<file path="config.mk">
export PLATFORM = sky130hd
export DESIGN_NAME = bresenham_line_stepper
export DESIGN_NICKNAME = d
export VERILOG_FILES = /design/src/rtl/core/blsp_pkg.sv /design/src/rtl/core/blsp_front.sv /design/src/rtl/core/blsp_queue.sv /design/src/rtl/core/blsp_back.sv /design/src/rtl/core/bresenham_line_stepper.sv
export SDC_FILE = /design/constraint.sdc
export NUM_CORES = 1
export LEC_CHECK = 0
export BUFFER_PORTS_ARGS = -buffer_cell sky130_fd_sc_hd__buf_2
export CELL_PAD_IN_SITES_DETAIL_PLACEMENT = 0
export CELL_PAD_IN_SITES_GLOBAL_PLACEMENT = 2
export CORE_MARGIN = 3
export CORE_UTILIZATION = 45
export DETAILED_ROUTE_END_ITERATION = 10
export GPL_ROUTABILITY_DRIVEN = 0
export PLACE_DENSITY_LB_ADDON = 0.3
export SLEW_MARGIN = 10
export SYNTH_ARGS = -nofsm -noshare
export SYNTH_HDL_FRONTEND = slang
export SYNTH_SLANG_ARGS = --single-unit
</file>
<file path="constraint.sdc">
create_clock -name clk -period 7.4 [get_ports clk]
set_input_delay 0.37 -clock clk [delete_from_list [all_inputs] [get_ports clk]]
set_output_delay 0.37 -clock clk [all_outputs]
set_load 0.005 [all_outputs]
</file>
<file path="src/rtl/core/blsp_pkg.sv">
`timescale 1ns / 1ps

package blsp_pkg;

  localparam int COORD_BITS = 12;
  localparam int DELTA_W    = COORD_BITS + 1;
  localparam int ERR_W      = COORD_BITS + 3;
  localparam int E2_W       = ERR_W + 1;
  localparam int IN_DATA_W  = ((4 * COORD_BITS + 7) / 8) * 8;
  localparam int OUT_DATA_W = ((2 * COORD_BITS + 7) / 8) * 8;
  localparam int QUEUE_AW   = 2;
  localparam int QUEUE_DEPTH = 1 << QUEUE_AW;

  typedef logic signed [COORD_BITS-1:0] coord_t;

  typedef enum logic {
    OP_START   = 1'b0,
    OP_ADVANCE = 1'b1
  } op_t;

  // One classified command as it travels from the front to the back.
  typedef struct packed {
    op_t                      op;
    coord_t                   cur_x;
    coord_t                   cur_y;
    coord_t                   tgt_x;
    coord_t                   tgt_y;
    logic [DELTA_W-1:0]       delta_x;
    logic signed [DELTA_W-1:0] neg_delta_y;
    logic                     step_x_neg;
    logic                     step_y_neg;
    logic signed [ERR_W-1:0]  err;
    logic                     active;
  } cmd_t;

endpackage

</file>
<file path="src/rtl/core/blsp_front.sv">
`timescale 1ns / 1ps

module blsp_front
  import blsp_pkg::*;
(
  input  logic                 in_tvalid,
  output logic                 in_tready,
  input  logic [IN_DATA_W-1:0] in_tdata,
  input  logic                 in_tuser,
  input  logic                 q_full,
  output logic                 q_wr,
  output cmd_t                 q_cmd
);

  coord_t sx, sy, ex, ey;
  logic signed [DELTA_W-1:0] dxs, dys;
  logic [DELTA_W-1:0] adx, ady;

  assign sx = in_tdata[COORD_BITS-1:0];
  assign sy = in_tdata[2*COORD_BITS-1:COORD_BITS];
  assign ex = in_tdata[3*COORD_BITS-1:2*COORD_BITS];
  assign ey = in_tdata[4*COORD_BITS-1:3*COORD_BITS];

  assign dxs = {ex[COORD_BITS-1], ex} - {sx[COORD_BITS-1], sx};
  assign dys = {ey[COORD_BITS-1], ey} - {sy[COORD_BITS-1], sy};
  assign adx = dxs[DELTA_W-1] ? DELTA_W'(-dxs) : DELTA_W'(dxs);
  assign ady = dys[DELTA_W-1] ? DELTA_W'(-dys) : DELTA_W'(dys);

  assign in_tready = !q_full;
  assign q_wr      = in_tvalid && !q_full;

  always_comb begin
    q_cmd             = '0;
    q_cmd.op          = op_t'(in_tuser);
    q_cmd.cur_x       = sx;
    q_cmd.cur_y       = sy;
    q_cmd.tgt_x       = ex;
    q_cmd.tgt_y       = ey;
    q_cmd.delta_x     = adx;
    q_cmd.neg_delta_y = DELTA_W'(-$signed(ady));
    q_cmd.step_x_neg  = !(sx < ex);
    q_cmd.step_y_neg  = !(sy < ey);
    q_cmd.err         = ERR_W'({2'b00, adx}) - ERR_W'({2'b00, ady});
    q_cmd.active      = !((sx == ex) && (sy == ey));
  end

endmodule

</file>
<file path="src/rtl/core/blsp_queue.sv">
`timescale 1ns / 1ps

module blsp_queue
  import blsp_pkg::*;
(
  input  logic clk,
  input  logic rst_n,
  input  logic wr,
  input  cmd_t wr_cmd,
  output logic full,
  input  logic rd,
  output logic empty,
  output cmd_t rd_cmd
);

  cmd_t slot_r [QUEUE_DEPTH];
  logic [QUEUE_AW-1:0] wr_ptr_r, wr_ptr_nxt, rd_ptr_r, rd_ptr_nxt;
  logic [QUEUE_AW:0]   count_r, count_nxt;

  assign full   = (count_r == (QUEUE_AW+1)'(QUEUE_DEPTH));
  assign empty  = (count_r == '0);
  assign rd_cmd = slot_r[rd_ptr_r];

  always_comb begin
    wr_ptr_nxt = wr_ptr_r;
    rd_ptr_nxt = rd_ptr_r;
    count_nxt  = count_r;
    if (wr) begin
      wr_ptr_nxt = wr_ptr_r + 1'b1;
    end
    if (rd) begin
      rd_ptr_nxt = rd_ptr_r + 1'b1;
    end
    if (wr && !rd) begin
      count_nxt = count_r + 1'b1;
    end else if (rd && !wr) begin
      count_nxt = count_r - 1'b1;
    end
  end

  always_ff @(posedge clk) begin
    if (!rst_n) begin
      wr_ptr_r <= '0;
      rd_ptr_r <= '0;
      count_r  <= '0;
    end else begin
      wr_ptr_r <= wr_ptr_nxt;
      rd_ptr_r <= rd_ptr_nxt;
      count_r  <= count_nxt;
    end
  end

  always_ff @(posedge clk) begin
    if (wr) begin
      slot_r[wr_ptr_r] <= wr_cmd;
    end
  end

endmodule

</file>
<file path="src/rtl/core/blsp_back.sv">
`timescale 1ns / 1ps

module blsp_back
  import blsp_pkg::*;
(
  input  logic                  clk,
  input  logic                  rst_n,
  input  logic                  q_empty,
  input  cmd_t                  q_cmd,
  output logic                  q_rd,
  output logic                  out_tvalid,
  input  logic                  out_tready,
  output logic [OUT_DATA_W-1:0] out_tdata,
  output logic                  out_tlast
);

  coord_t cur_x_r, cur_x_nxt, cur_y_r, cur_y_nxt, tgt_x_r, tgt_y_r;
  logic [DELTA_W-1:0]        delta_x_r;
  logic signed [DELTA_W-1:0] neg_delta_y_r;
  logic                      step_x_neg_r, step_y_neg_r;
  logic signed [ERR_W-1:0]   err_r, err_nxt;
  logic                      active_r, active_nxt;

  logic                      out_valid_r, out_valid_nxt;
  coord_t                    pix_x_r, pix_y_r;
  logic                      last_r;

  logic signed [E2_W-1:0]    e2, ndy_ext, dx_ext;
  logic                      step_x, step_y, last;
  logic signed [ERR_W-1:0]   add_x, add_y;
  logic                      emit;

  assign q_rd = !q_empty && (!out_valid_r || out_tready);
  assign emit = q_rd && (q_cmd.op == OP_ADVANCE) && active_r;

  assign e2      = {err_r, 1'b0};
  assign ndy_ext = E2_W'(neg_delta_y_r);
  assign dx_ext  = E2_W'({1'b0, delta_x_r});
  assign step_x  = (e2 >= ndy_ext);
  assign step_y  = (e2 <= dx_ext);
  assign add_x   = step_x ? ERR_W'(neg_delta_y_r) : '0;
  assign add_y   = step_y ? ERR_W'({1'b0, delta_x_r}) : '0;

  always_comb begin
    cur_x_nxt = cur_x_r;
    cur_y_nxt = cur_y_r;
    if (step_x) begin
      cur_x_nxt = step_x_neg_r ? cur_x_r - 1'b1 : cur_x_r + 1'b1;
    end
    if (step_y) begin
      cur_y_nxt = step_y_neg_r ? cur_y_r - 1'b1 : cur_y_r + 1'b1;
    end
    err_nxt    = err_r + add_x + add_y;
    last       = (cur_x_nxt == tgt_x_r) && (cur_y_nxt == tgt_y_r);
    active_nxt = active_r && !last;
  end

  always_comb begin
    out_valid_nxt = out_valid_r;
    if (emit) begin
      out_valid_nxt = 1'b1;
    end else if (out_tready) begin
      out_valid_nxt = 1'b0;
    end
  end

  always_ff @(posedge clk) begin
    if (!rst_n) begin
      active_r    <= 1'b0;
      out_valid_r <= 1'b0;
    end else begin
      out_valid_r <= out_valid_nxt;
      if (q_rd) begin
        unique case (q_cmd.op)
          OP_START:   active_r <= q_cmd.active;
          OP_ADVANCE: active_r <= active_nxt;
          default:    active_r <= active_r;
        endcase
      end
    end
  end

  always_ff @(posedge clk) begin
    if (q_rd && (q_cmd.op == OP_START)) begin
      cur_x_r       <= q_cmd.cur_x;
      cur_y_r       <= q_cmd.cur_y;
      tgt_x_r       <= q_cmd.tgt_x;
      tgt_y_r       <= q_cmd.tgt_y;
      delta_x_r     <= q_cmd.delta_x;
      neg_delta_y_r <= q_cmd.neg_delta_y;
      step_x_neg_r  <= q_cmd.step_x_neg;
      step_y_neg_r  <= q_cmd.step_y_neg;
      err_r         <= q_cmd.err;
    end else if (emit) begin
      cur_x_r <= cur_x_nxt;
      cur_y_r <= cur_y_nxt;
      err_r   <= err_nxt;
    end
    if (emit) begin
      pix_x_r <= cur_x_r;
      pix_y_r <= cur_y_r;
      last_r  <= last;
    end
  end

  assign out_tvalid = out_valid_r;
  assign out_tlast  = last_r;
  assign out_tdata  = OUT_DATA_W'({pix_y_r, pix_x_r});

endmodule

</file>
<file path="src/rtl/core/bresenham_line_stepper.sv">
`timescale 1ns / 1ps

// Bresenham line stepper for all octants. A transfer with in_tuser low loads
// the start and end points of a new line and produces no output; a transfer
// with in_tuser high produces the next pixel of the active line, with out_tlast
// set on the final one (the end point itself is never produced). Advances with
// no active line, and lines whose endpoints are equal, produce nothing. Input
// transfers pass through a four-entry command queue to the stepping unit,
// which retires one command per clock whenever the output register is free or
// being drained, so a sustained rate of one pixel per clock is reached.
module bresenham_line_stepper
  import blsp_pkg::*;
(
  input  logic                  clk,
  input  logic                  rst_n,
  input  logic                  in_tvalid,
  output logic                  in_tready,
  // start_x, start_y, end_x, end_y
  input  logic [IN_DATA_W-1:0]  in_tdata,
  // op
  input  logic                  in_tuser,
  output logic                  out_tvalid,
  input  logic                  out_tready,
  // pixel_x, pixel_y
  output logic [OUT_DATA_W-1:0] out_tdata,
  output logic                  out_tlast
);

  logic q_wr, q_full, q_rd, q_empty;
  cmd_t wr_cmd, rd_cmd;

  blsp_front u_front (
    .in_tvalid (in_tvalid),
    .in_tready (in_tready),
    .in_tdata  (in_tdata),
    .in_tuser  (in_tuser),
    .q_full    (q_full),
    .q_wr      (q_wr),
    .q_cmd     (wr_cmd)
  );

  blsp_queue u_queue (
    .clk    (clk),
    .rst_n  (rst_n),
    .wr     (q_wr),
    .wr_cmd (wr_cmd),
    .full   (q_full),
    .rd     (q_rd),
    .empty  (q_empty),
    .rd_cmd (rd_cmd)
  );

  blsp_back u_back (
    .clk        (clk),
    .rst_n      (rst_n),
    .q_empty    (q_empty),
    .q_cmd      (rd_cmd),
    .q_rd       (q_rd),
    .out_tvalid (out_tvalid),
    .out_tready (out_tready),
    .out_tdata  (out_tdata),
    .out_tlast  (out_tlast)
  );

endmodule
</file>
==> qor.txt, run 1 <==
period utilization - 73.9%
Final Critical Period - 5.47 ns
I/O Buffers - 79
worst hold path type - in -> reg
worst-skew pair later-pin latency - 0.60 ns
worst-path fanout max - 9
Setup CP Type - in -> reg
Iter 0 DRT Violations - 1,321
drt wl/cell - 22.1 um
Fmax - 183 MHz
Cell Area, Synth - 23,500 um^2
row count - 83
Slew @ Worst Pin - 1.04 ns
die boundary width - 235 um
net switching power - 0.00499 W
Distinct cells, synth - 73
gr usage total - 19.4%
# setup viols final - 0
share of cells above drive strength 1 - 15.7%
IO Count - 80
reg-to-reg startpoint - u_back.err_r[14]$_DFFE_PP_
Primary FF master, synth - edfxtp_1
# DRC - 0
Cells after DPL - 2,303
arrival time worst endpoint - 5.84 ns
RSZ-0062 raised after global routing - no
Post-DRT Antenna Nets - 0
Synthesized Nets - 1,751
CP endpoint kind - register
initial core utilization - 45.7%
synth-to-layout area growth - 13.5%
1st-pass router iterations - 5
combinational share of power - 45.4%
CTS root buf - clkbuf_16
Synth Instances - 1,570
Hold Path Stages - 1
xor/xnor share of the synthesized area - 4.78%
largest net degree at the start of global routing - 78
Antenna Cells - 0
startpoint types - input port
post-CTS sizing - 0
# fillers - 4,331
CTS tree - yes
post-synthesis compound-gate area fraction - 6.65%
Post-layout nets - 1,883
max-slew violations - 0
synthesis-stage register bit count - 495
htree depth - 2
initial antenna violation count - 2
total power - 0.0130 W
Worst-path clk slew - 0.06 ns
final wirelength - 53.5 mm
Int Pwr - 0.00804 W
peak supply drop - 228 uV
mean area per synthesized cell - 15.0 um^2
Die H - 235 um
r2r endpoint - u_back.err_r[13]$_DFFE_PP_
TNS Setup - 0 ns
R2R Setup Slk - 1.95 ns
Max Root-Sink Buffers - 3
Synth Area in Simple Gates - 6.15%
combinational family with the most area after synthesis - multiplexers
Lkg Pwr - 9.60 nW
Clk pwr share - 19.7%
post-synthesis mux area share - 9.59%
Net Sw Frac - 38.3%
Core Box Area - 51,500 um^2
number of enable flip-flop cells after synthesis - 484
FFs w/ async S/R, synth - 0%
HPWL Detailed - 37.7 mm
hold_sp - in_tdata[28]
Sink Count - 495
worst path required time - 7.77 ns
number of global-route vias before repair - 13,158
Hold EP - u_queue.slot_r[1][60]$_DFFE_PP_
R2R depth - 20
synth warn - 0
part of the Yosys area used for sequential elements - 62.7%
drt via density - 5.52
max_cap viols - 0
Num CTS Buffers - 51
first-pass GRT wire length - 81.6 mm
non-filler cells, final - 2,423
share of power burned in registers - 35.0%
clk_skew - 0.0222 ns
Adder-Cell Fraction of Synth Area - 7.45%
die area - 55,100 um^2
post-CTS setup buffers - 0
pwr/cell area - 488 nW/um^2
Slew headroom - 29.8%
count of final hold-check violations - 0
Via Count - 13,365
outcome - complete, no violations
GRT Residual Overflow - 0
-- final cells by class --
class	instances	area (um^2)	share of cell area, %
flip-flops and latches	495	14800	55.3
multi-input cells	910	8180	30.6
clock buffers	69	1350	5.07
well taps	680	851	3.19
repair buffers	117	746	2.79
inverters	127	477	1.79
clock inverters	25	329	1.23
-- worst max-delay path, stage by stage --
cell           delay [ns]
dlygate4sd3_1        0.53
buf_2                0.15
inv_1                0.05
ha_1                 0.15
inv_1                0.06
fa_1                 0.42
a211oi_1             0.29
o21ai_1              0.14
a211oi_1             0.45
o31a_1               0.40
mux2i_1              0.43
inv_1                0.12
fa_1                 0.44
nor2b_1              0.11
o21ai_0              0.10
a21boi_0             0.25
o21ai_0              0.14
a21boi_0             0.25
o21ai_0              0.14
a21boi_0             0.23
o21ai_0              0.16
nor2b_1              0.17
xnor2_1              0.27
-- cell usage after synthesis, drive strengths merged, types with 20 or more instances --
library cell | n | area (um^2)
edfxtp | 484 | 14500
inv | 126 | 473
ha | 108 | 1350
mux4 | 92 | 2070
nand2 | 92 | 345
nor2 | 92 | 345
xnor2 | 71 | 629
a21oi | 62 | 310
xor2 | 54 | 473
o21ai | 52 | 260
clkbuf | 26 | 97.6
a21o | 20 | 150
fa | 20 | 400
-- cell usage in the layout, fill, tap and decap left out, drive strengths merged, types with 26 or more instances in the layout --
master / n
edfxtp: 484
inv: 130
ha: 108
mux4: 92
nor2: 92
nand2: 92
buf: 91
xnor2: 71
clkbuf: 69
a21oi: 62
xor2: 54
o21ai: 52
dlygate4sd3: 26
-- metal layers --
metal  up-vias  GRT usage (%)  part of all wire [%]
met5         -              0                     0
met1      6747           30.9                    50
met2       308           28.5                    44
met4         0           4.03                   1.8
li1       6245              -                     -
met3        65           2.82                   5.0
-- how the worst max path moves through the flow --
| stage | from | slack [ns] | end |
|---|---|---|---|
| CTS | u_back.err_r[14]$_DFFE_PP_ | 1.94 | u_back.err_r[13]$_DFFE_PP_ |
| global placement | u_back.neg_delta_y_r[12]$_DFFE_PP_ | 2.00 | u_back.err_r[13]$_DFFE_PP_ |
| finish | in_tdata[36] | 1.93 | u_queue.slot_r[1][11]$_DFFE_PP_ |
| detailed placement | in_tdata[36] | 1.91 | u_queue.slot_r[1][11]$_DFFE_PP_ |
| global route | in_tdata[36] | 1.23 | u_queue.slot_r[3][11]$_DFFE_PP_ |
| floorplan | u_back.err_r[12]$_DFFE_PP_ | 1.57 | u_back.err_r[13]$_DFFE_PP_ |
-- power by group through the flow --
stage	Clock [W]	Combinational [W]	Sequential, W
2_1_floorplan	0	0.00439	0.00441
3_5_place_dp	0	0.00590	0.00462
3_3_place_gp	0	0.00590	0.00460
6_report	0.00256	0.00591	0.00455
4_1_cts	0.00262	0.00596	0.00456
5_1_grt	0.00274	0.00662	0.00463
-- registers in the layout, indices dropped and copies added, names as in the netlist, named ones only --
name / cells
u_back.active_r: 1
u_back.cur_x_r: 12
u_back.cur_y_r: 12
u_back.delta_x_r: 13
u_back.err_r: 15
u_back.neg_delta_y_r: 13
u_back.out_tlast: 1
u_back.out_tvalid: 1
u_back.pix_x_r: 12
u_back.pix_y_r: 12
u_back.step_x_neg_r: 1
u_back.step_y_neg_r: 1
u_back.tgt_x_r: 12
u_back.tgt_y_r: 12
u_queue.count_r: 3
u_queue.rd_ptr_r: 2
u_queue.slot_r: 368
u_queue.wr_ptr_r: 2
-- through the flow --
step | area, um^2 | util [%] | hold WS (ns) | setup slack (ns)
floorplan | 23500 | - | 0.454 | 1.57
global placement | 24800 | 48.1 | 0.496 | 2.00
detailed placement | 24800 | 48.1 | 0.514 | 1.91
CTS | 26700 | 51.8 | 0.00307 | 1.94
global route | 26700 | 51.8 | 0.0166 | 1.23
finish | 26700 | 51.8 | 0.0356 | 1.93
-- cells by family (layout without fill, tap and decap cells) --
group	after synthesis	in the layout
xor+xnor	126	126
compound gates	241	241
buf+inv	165	338
mux	109	109
fa+ha+maj	128	128
flops	495	495
simple gates	306	306
-- repair_timing --
item	4_1_cts	5_1_grt
setup endpoints to repair	0	0
hold endpoints to repair	104	0
hold buffers	26	0
Power figures use the tool's default switching activity.
==> run 2: changes to the inputs <==
==> constraint.sdc (replaced) <==
create_clock -name clk -period 5.05 [get_ports clk]
set_input_delay 0.2525 -clock clk [delete_from_list [all_inputs] [get_ports clk]]
set_output_delay 0.2525 -clock clk [all_outputs]
set_load 0.005 [all_outputs]
==> run 2 against run 1 <==
Sequential share of layout area is 1.5 points lower. Via count is 2.2% higher. Die area stayed put. Global-route usage is 0.48 points higher. Combinational power is 53% higher. Count of clock-buffer cells in the layout is 7 lower. Critical path depth is 2 lower. Critical path type is now reg -> reg.
==> qor.txt, run 2 (synthesis results as in run 1) <==
TNS Setup - 0 ns (unchanged)
initial antenna violation count - 2 (unchanged)
worst-path fanout max - 4 (-5)
HPWL Detailed - 37.7 mm (about the same)
combinational share of power - 46.8% (+1.4 points)
dpl cell area - 25,000 um^2 (+1.1%)
count of final hold-check violations - 0 (unchanged)
worst-skew pair later-pin latency - 0.61 ns (about the same)
outcome - complete, no violations
worst hold slack - 0.224 ns (+0.188 ns)
most common library cell in the layout ignoring fill and taps - edfxtp_1
CTS tree - yes
Iter 0 DRT Violations - 1,125 (-15%)
worst hold path type - in -> reg
gr usage total - 19.9% (+0.48 points)
reg-to-reg startpoint - u_back.neg_delta_y_r[12]$_DFFE_PP_
die area - 55,100 um^2 (unchanged)
Sink Count - 495 (unchanged)
initial core utilization - 45.7% (unchanged)
Hold EP - u_queue.slot_r[0][69]$_DFFE_PP_
IO Count - 80 (unchanged)
Net Sw Frac - 37.6% (-0.66 points)
non-filler cells, final - 2,495 (+3.0%)
total power - 0.0194 W (+49%)
Slew @ Worst Pin - 1.10 ns (+0.0514 ns)
startpoint types - register
CTS root buf - clkbuf_16
pwr/cell area - 707 nW/um^2 (+45%)
R2R depth - 21 (+5.0%)
Clk pwr share - 19.3% (-0.4 points)
Worst-path clk slew - 0.07 ns (about the same)
drt wl/cell - 22.0 um (-0.13%)
I/O Buffers - 79 (unchanged)
Largest Register - u_queue.slot_r
arrival time worst endpoint - 5.13 ns (-0.71 ns)
max_cap viols - 0 (unchanged)
first-pass GRT wire length - 83.7 mm (+2.5%)
biggest regs - u_queue.slot_r: 368 flops, u_back.err_r: 15 flops
commonest non-fill, non-tap cells in the layout - edfxtp_1, inv_1, ha_1
Antenna Cells - 0 (unchanged)
max-slew violations - 0 (unchanged)
htree depth - 2 (unchanged)
# setup viols final - 0 (unchanged)
Max Root-Sink Buffers - 3 (unchanged)
share of power burned in registers - 33.9% (-1.1 points)
CP endpoint kind - register
worst path required time - 5.38 ns (-2.39 ns)
1st-pass router iterations - 5 (unchanged)
Final Critical Period - 4.80 ns
RSZ-0062 raised after global routing - yes
die boundary width - 235 um (unchanged)
Hold Path Stages - 2 (+1)
Num CTS Buffers - 52 (+2.0%)
period utilization - 95.0%
Fmax - 208 MHz
largest net degree at the start of global routing - 53 (-32%)
Cells after DPL - 2,334 (+1.3%)
GRT Residual Overflow - 0 (unchanged)
Int Pwr - 0.0121 W (+50%)
peak supply drop - 383 uV (+68%)
max reg flops - 368 (unchanged)
clk_skew - 0.0298 ns (+0.00753 ns)
share of cells above drive strength 1 - 19.0% (+3.3 points)
final wirelength - 55.0 mm (+2.8%)
row count - 83 (unchanged)
Via Count - 13,657 (+2.2%)
final non-filler cell area - 27,400 um^2 (+2.8%)
Slew headroom - 26.9% (-2.9 points)
Die H - 235 um (unchanged)
drt via density - 5.47 (-0.76%)
Setup CP Type - reg -> reg
Core Box Area - 51,500 um^2 (unchanged)
r2r endpoint - u_back.err_r[13]$_DFFE_PP_
net switching power - 0.00730 W (+46%)
Post-DRT Antenna Nets - 0 (unchanged)
synth-to-layout area growth - 16.7%
Lkg Pwr - 9.94 nW (+3.6%)
Post-layout nets - 1,953 (+3.7%)
number of global-route vias before repair - 13,765 (+4.6%)
# DRC - 0 (unchanged)
R2R Setup Slk - 0.25 ns (-1.70 ns)
hold_sp - in_tvalid
[run 2: cell types whose count changed in the layout (fill, tap and decap cells not counted), sizes merged]
cell	change
dlygate4sd3	+26
buf	+43
clkinvlp	+1
clkinv	+15
inv	-4
clkbuf	-7
bufinv	-2
[run 2: area by class of cell]
class	count	area, um^2
clock buffers	62	1380
clock inverters	35	288
fillers	4325	24100
inverters	127	480
multi-input cells	910	8340
flip-flops and latches	495	14800
well taps	680	851
repair buffers	186	1350
[run 2: repair_timing]
action,in CTS,in global routing
buffers inserted,0,12
hold endpoints to repair,203,0
gates resized for setup,0,35
hold buffers,52,0
setup endpoints to repair,0,31
[run 2: worst max-delay path, cell delays in order, from the launching register on]
cell and delay [ns]:
edfxtp_1 0.43, inv_4 0.14, ha_4 0.22, nand4_1 0.13, nor3_1 0.08, a211oi_2 0.32, mux2i_4 0.35, buf_6 0.13
nand2_1 0.07, fa_1 0.49, inv_1 0.07, fa_2 0.39, a21o_1 0.18, a21oi_2 0.14, o21bai_1 0.10, a21oi_2 0.18
o21ai_1 0.07, and2_1 0.17, o31a_1 0.29, o41ai_2 0.33, xor2_1 0.18, o21ai_1 0.07
[run 2: stage by stage]
stage | setup slack [ns] | util (%)
after floorplan | 0.00150 | -
after global placement | 0.0989 | 48.6
after detailed placement | 0.0623 | 48.6
after CTS | 0.122 | 52.8
after global routing | -0.0230 | 53.3
final | 0.253 | 53.3
[run 2: worst max path at each step]
| stage | to | startpoint |
|---|---|---|
| 2_1_floorplan | u_back.err_r[13]$_DFFE_PP_ | u_back.err_r[1]$_DFFE_PP_ |
| 3_3_place_gp | u_queue.slot_r[2][13]$_DFFE_PP_ | in_tdata[24] |
| 3_5_place_dp | u_queue.slot_r[1][15]$_DFFE_PP_ | in_tdata[24] |
| 4_1_cts | u_queue.slot_r[2][13]$_DFFE_PP_ | in_tdata[24] |
| 5_1_grt | u_back.err_r[13]$_DFFE_PP_ | u_back.neg_delta_y_r[12]$_DFFE_PP_ |
| 6_report | u_back.err_r[13]$_DFFE_PP_ | u_back.neg_delta_y_r[12]$_DFFE_PP_ |
[run 2: power by group through the flow]
stage | logic, W | clock network (W) | registers, W
5_1_grt | 0.0101 | 0.00398 | 0.00668
3_5_place_dp | 0.00873 | 0 | 0.00666
4_1_cts | 0.00882 | 0.00383 | 0.00658
2_1_floorplan | 0.00654 | 0 | 0.00646
3_3_place_gp | 0.00869 | 0 | 0.00663
6_report | 0.00907 | 0.00374 | 0.00658
[run 2: layer usage]
layer / vias to the layer above / global-route usage, % / part of all wire (%)
met1: 6869 / 30.1 / 47
met3: 76 / 2.86 / 5.2
met2: 327 / 30.3 / 45
met4: 0 / 5.32 / 2.2
li1: 6385 / - / -
met5: - / 0 / 0
==> run 3: changes to the inputs <==
==> constraint.sdc (replaced) <==
create_clock -name clk -period 4.45 [get_ports clk]
set_input_delay 0.2225 -clock clk [delete_from_list [all_inputs] [get_ports clk]]
set_output_delay 0.2225 -clock clk [all_outputs]
set_load 0.005 [all_outputs]
==> run 3 against run 2 <==
The flow now finishes with violations (negative setup slack). Clock power up 11%. Clock skew shrank 0.0096 ns. Final area grew 3.3%. Wire length grew 0.24%. Power is 20% higher. Non-clock buffer count grew 105. Count of clock-buffer cells in the layout unchanged. Global-route usage is 0.40 points higher. Core utilization up 1.8 points. Final cell count up 4.1%. Sequential cell count unchanged. Register-to-register slack worse by 0.55 ns. Critical path type unchanged. Largest cell class unchanged. Largest power group unchanged.
==> qor.txt, run 3 (synthesis results as in run 1) <==
outcome - finished with violations
violated checks - negative setup slack
Iter 0 DRT Violations - 1,091 (-3.0%)
worst hold slack - 0.219 ns (-0.00526 ns)
Core Box Area - 51,500 um^2 (unchanged)
first-pass GRT wire length - 86.0 mm (+2.8%)
initial antenna violation count - 5 (+3)
IO Count - 80 (unchanged)
worst-path fanout max - 4 (unchanged)
Post-layout nets - 2,058 (+5.4%)
most common library cell in the layout ignoring fill and taps - edfxtp_1
CP endpoint kind - register
Slew @ Worst Pin - 1.03 ns (-0.0694 ns)
max-slew violations - 0 (unchanged)
CTS root buf - clkbuf_16
worst path required time - 4.78 ns (-0.60 ns)
hold_sp - in_tvalid
startpoint types - register
Post-DRT Antenna Nets - 0 (unchanged)
Fmax - 211 MHz (+1.0%)
Worst-path clk slew - 0.06 ns (about the same)
worst hold path type - in -> reg
# setup viols final - 5 (+5)
Antenna Cells - 0 (unchanged)
Die H - 235 um (unchanged)
drt via density - 5.42 (-1.0%)
final wirelength - 55.1 mm (+0.24%)
number of global-route vias before repair - 14,604 (+6.1%)
Placement Setup Slack - -0.589 ns (-0.652 ns)
Max Root-Sink Buffers - 3 (unchanged)
Clk pwr share - 17.9% (-1.4 points)
Int Pwr - 0.0146 W (+21%)
worst setup slack after layout - -0.299 ns (-0.552 ns)
R2R Setup Slk - -0.30 ns (-0.55 ns)
pwr/cell area - 821 nW/um^2 (+16%)
Via Count - 14,072 (+3.0%)
drt wl/cell - 21.2 um (-3.7%)
crit path to - u_back.err_r[13]$_DFFE_PP_
I/O Buffers - 79 (unchanged)
share of cells above drive strength 1 - 24.0% (+5.1 points)
period utilization - 107% (+12 points)
combinational share of power - 50.2% (+3.4 points)
Sink Count - 495 (unchanged)
clk_skew - 0.0201 ns (-0.00964 ns)
biggest regs - u_queue.slot_r: 368 flops, u_back.err_r: 15 flops
die area - 55,100 um^2 (unchanged)
RSZ-0062 raised after global routing - yes
Final Critical Period - 4.75 ns (-0.0477 ns)
r2r endpoint - u_back.err_r[13]$_DFFE_PP_
initial core utilization - 45.7% (unchanged)
HPWL Detailed - 38.4 mm (+1.8%)
max_cap viols - 0 (unchanged)
commonest non-fill, non-tap cells in the layout - edfxtp_1, buf_4, inv_1
CTS tree - yes
GRT Residual Overflow - 0 (unchanged)
htree depth - 2 (unchanged)
R2R depth - 21 (unchanged)
peak supply drop - 508 uV (+32%)
share of power burned in registers - 31.9% (-2.0 points)
Lkg Pwr - 10.5 nW (+5.4%)
# DRC - 0 (unchanged)
Net Sw Frac - 37.1% (-0.51 points)
Num CTS Buffers - 52 (unchanged)
arrival time worst endpoint - 5.08 ns (-0.05 ns)
Largest Register - u_queue.slot_r
worst-skew pair later-pin latency - 0.61 ns (about the same)
largest net degree at the start of global routing - 92 (+74%)
count of final hold-check violations - 0 (unchanged)
Setup CP Type - reg -> reg
1st-pass router iterations - 5 (unchanged)
max reg flops - 368 (unchanged)
row count - 83 (unchanged)
Slew headroom - 31.5% (+4.6 points)
reg-to-reg startpoint - u_back.neg_delta_y_r[12]$_DFFE_PP_
die boundary width - 235 um (unchanged)
gr usage total - 20.3% (+0.40 points)
net switching power - 0.00864 W (+18%)
synth-to-layout area growth - 20.5%
worst setup path startpoint - u_back.neg_delta_y_r[12]$_DFFE_PP_
## run 3: worst max-delay path: stages (launching register included)
cell and delay [ns]:
edfxtp_1 0.43, inv_4 0.13, ha_1 0.27, nand4_1 0.16, nor3_2 0.07, a211oi_2 0.30
mux2i_4 0.34, nand2_1 0.10, fa_1 0.48, inv_1 0.04, ha_2 0.18, fa_2 0.35
a21o_1 0.18, a21oi_2 0.16, o21bai_1 0.09, a21oi_2 0.16, o21ai_1 0.08, and2_4 0.16
o31a_1 0.29, o41ai_2 0.25, xor2_1 0.18, o21ai_1 0.07
## run 3: cell type report
| class | instances | area [um^2] |
|---|---|---|
| Clock inverter | 32 | 290 |
| Sequential cell | 495 | 14800 |
| Inverter | 127 | 480 |
| Clock buffer | 62 | 1340 |
| Timing Repair Buffer | 291 | 2190 |
| Fill cell | 4208 | 23200 |
| Multi-Input combinational cell | 910 | 8440 |
| Tap cell | 680 | 851 |
## run 3: power groups by stage
stage	sequential (W)	combinational (W)	clock, W
after floorplan	0.00734	0.00752	0
after global placement	0.00747	0.0105	0
after detailed placement	0.00751	0.0106	0
after CTS	0.00742	0.0114	0.00425
after global routing	0.00752	0.0129	0.00444
final	0.00742	0.0117	0.00417
## run 3: metal layers
metal	vias up	share of wire (%)	GRT usage, %
met5	-	0.024	0
met4	2	2.5	6.36
met3	78	5.5	3.00
met2	340	45	31.2
met1	7065	47	30.0
li1	6587	-	-
## run 3: stage by stage
step / cell area [um^2] / cells / util, % / power, W / setup TNS, ns
floorplan: 23600 / 1570 / - / 0.0149 / -1.49
finish: 28400 / 2597 / 55.0 / 0.0233 / -1.24
global placement: 25800 / 2430 / 50.1 / 0.0180 / -10.76
global route: 28400 / 2597 / 55.0 / 0.0249 / -2.38
CTS: 28100 / 2591 / 54.6 / 0.0230 / -0.961
detailed placement: 25800 / 2430 / 50.1 / 0.0182 / -12.66
## run 3: how the worst min path moves through the flow
stage / endpoint / slack [ns] / depth (start not counted)
final: u_queue.wr_ptr_r[1]$_SDFFE_PN0P_ / 0.22 / 4
after global routing: u_queue.wr_ptr_r[1]$_SDFFE_PN0P_ / 0.26 / 4
after CTS: u_queue.wr_ptr_r[1]$_SDFFE_PN0P_ / 0.19 / 4
after detailed placement: u_queue.slot_r[3][92]$_DFFE_PP_ / 0.45 / 1
after global placement: u_queue.slot_r[2][92]$_DFFE_PP_ / 0.44 / 1
after floorplan: u_queue.slot_r[0][44]$_DFFE_PP_ / 0.32 / 0
## run 3: repair_timing
item                       in CTS  in global routing
cloned                          0                  0
setup endpoints to repair       4                 32
buffers inserted               15                  6
resized for setup              10                 37
pin swaps                      10                 11
hold buffers                   52                  0
hold endpoints to repair      207                  0
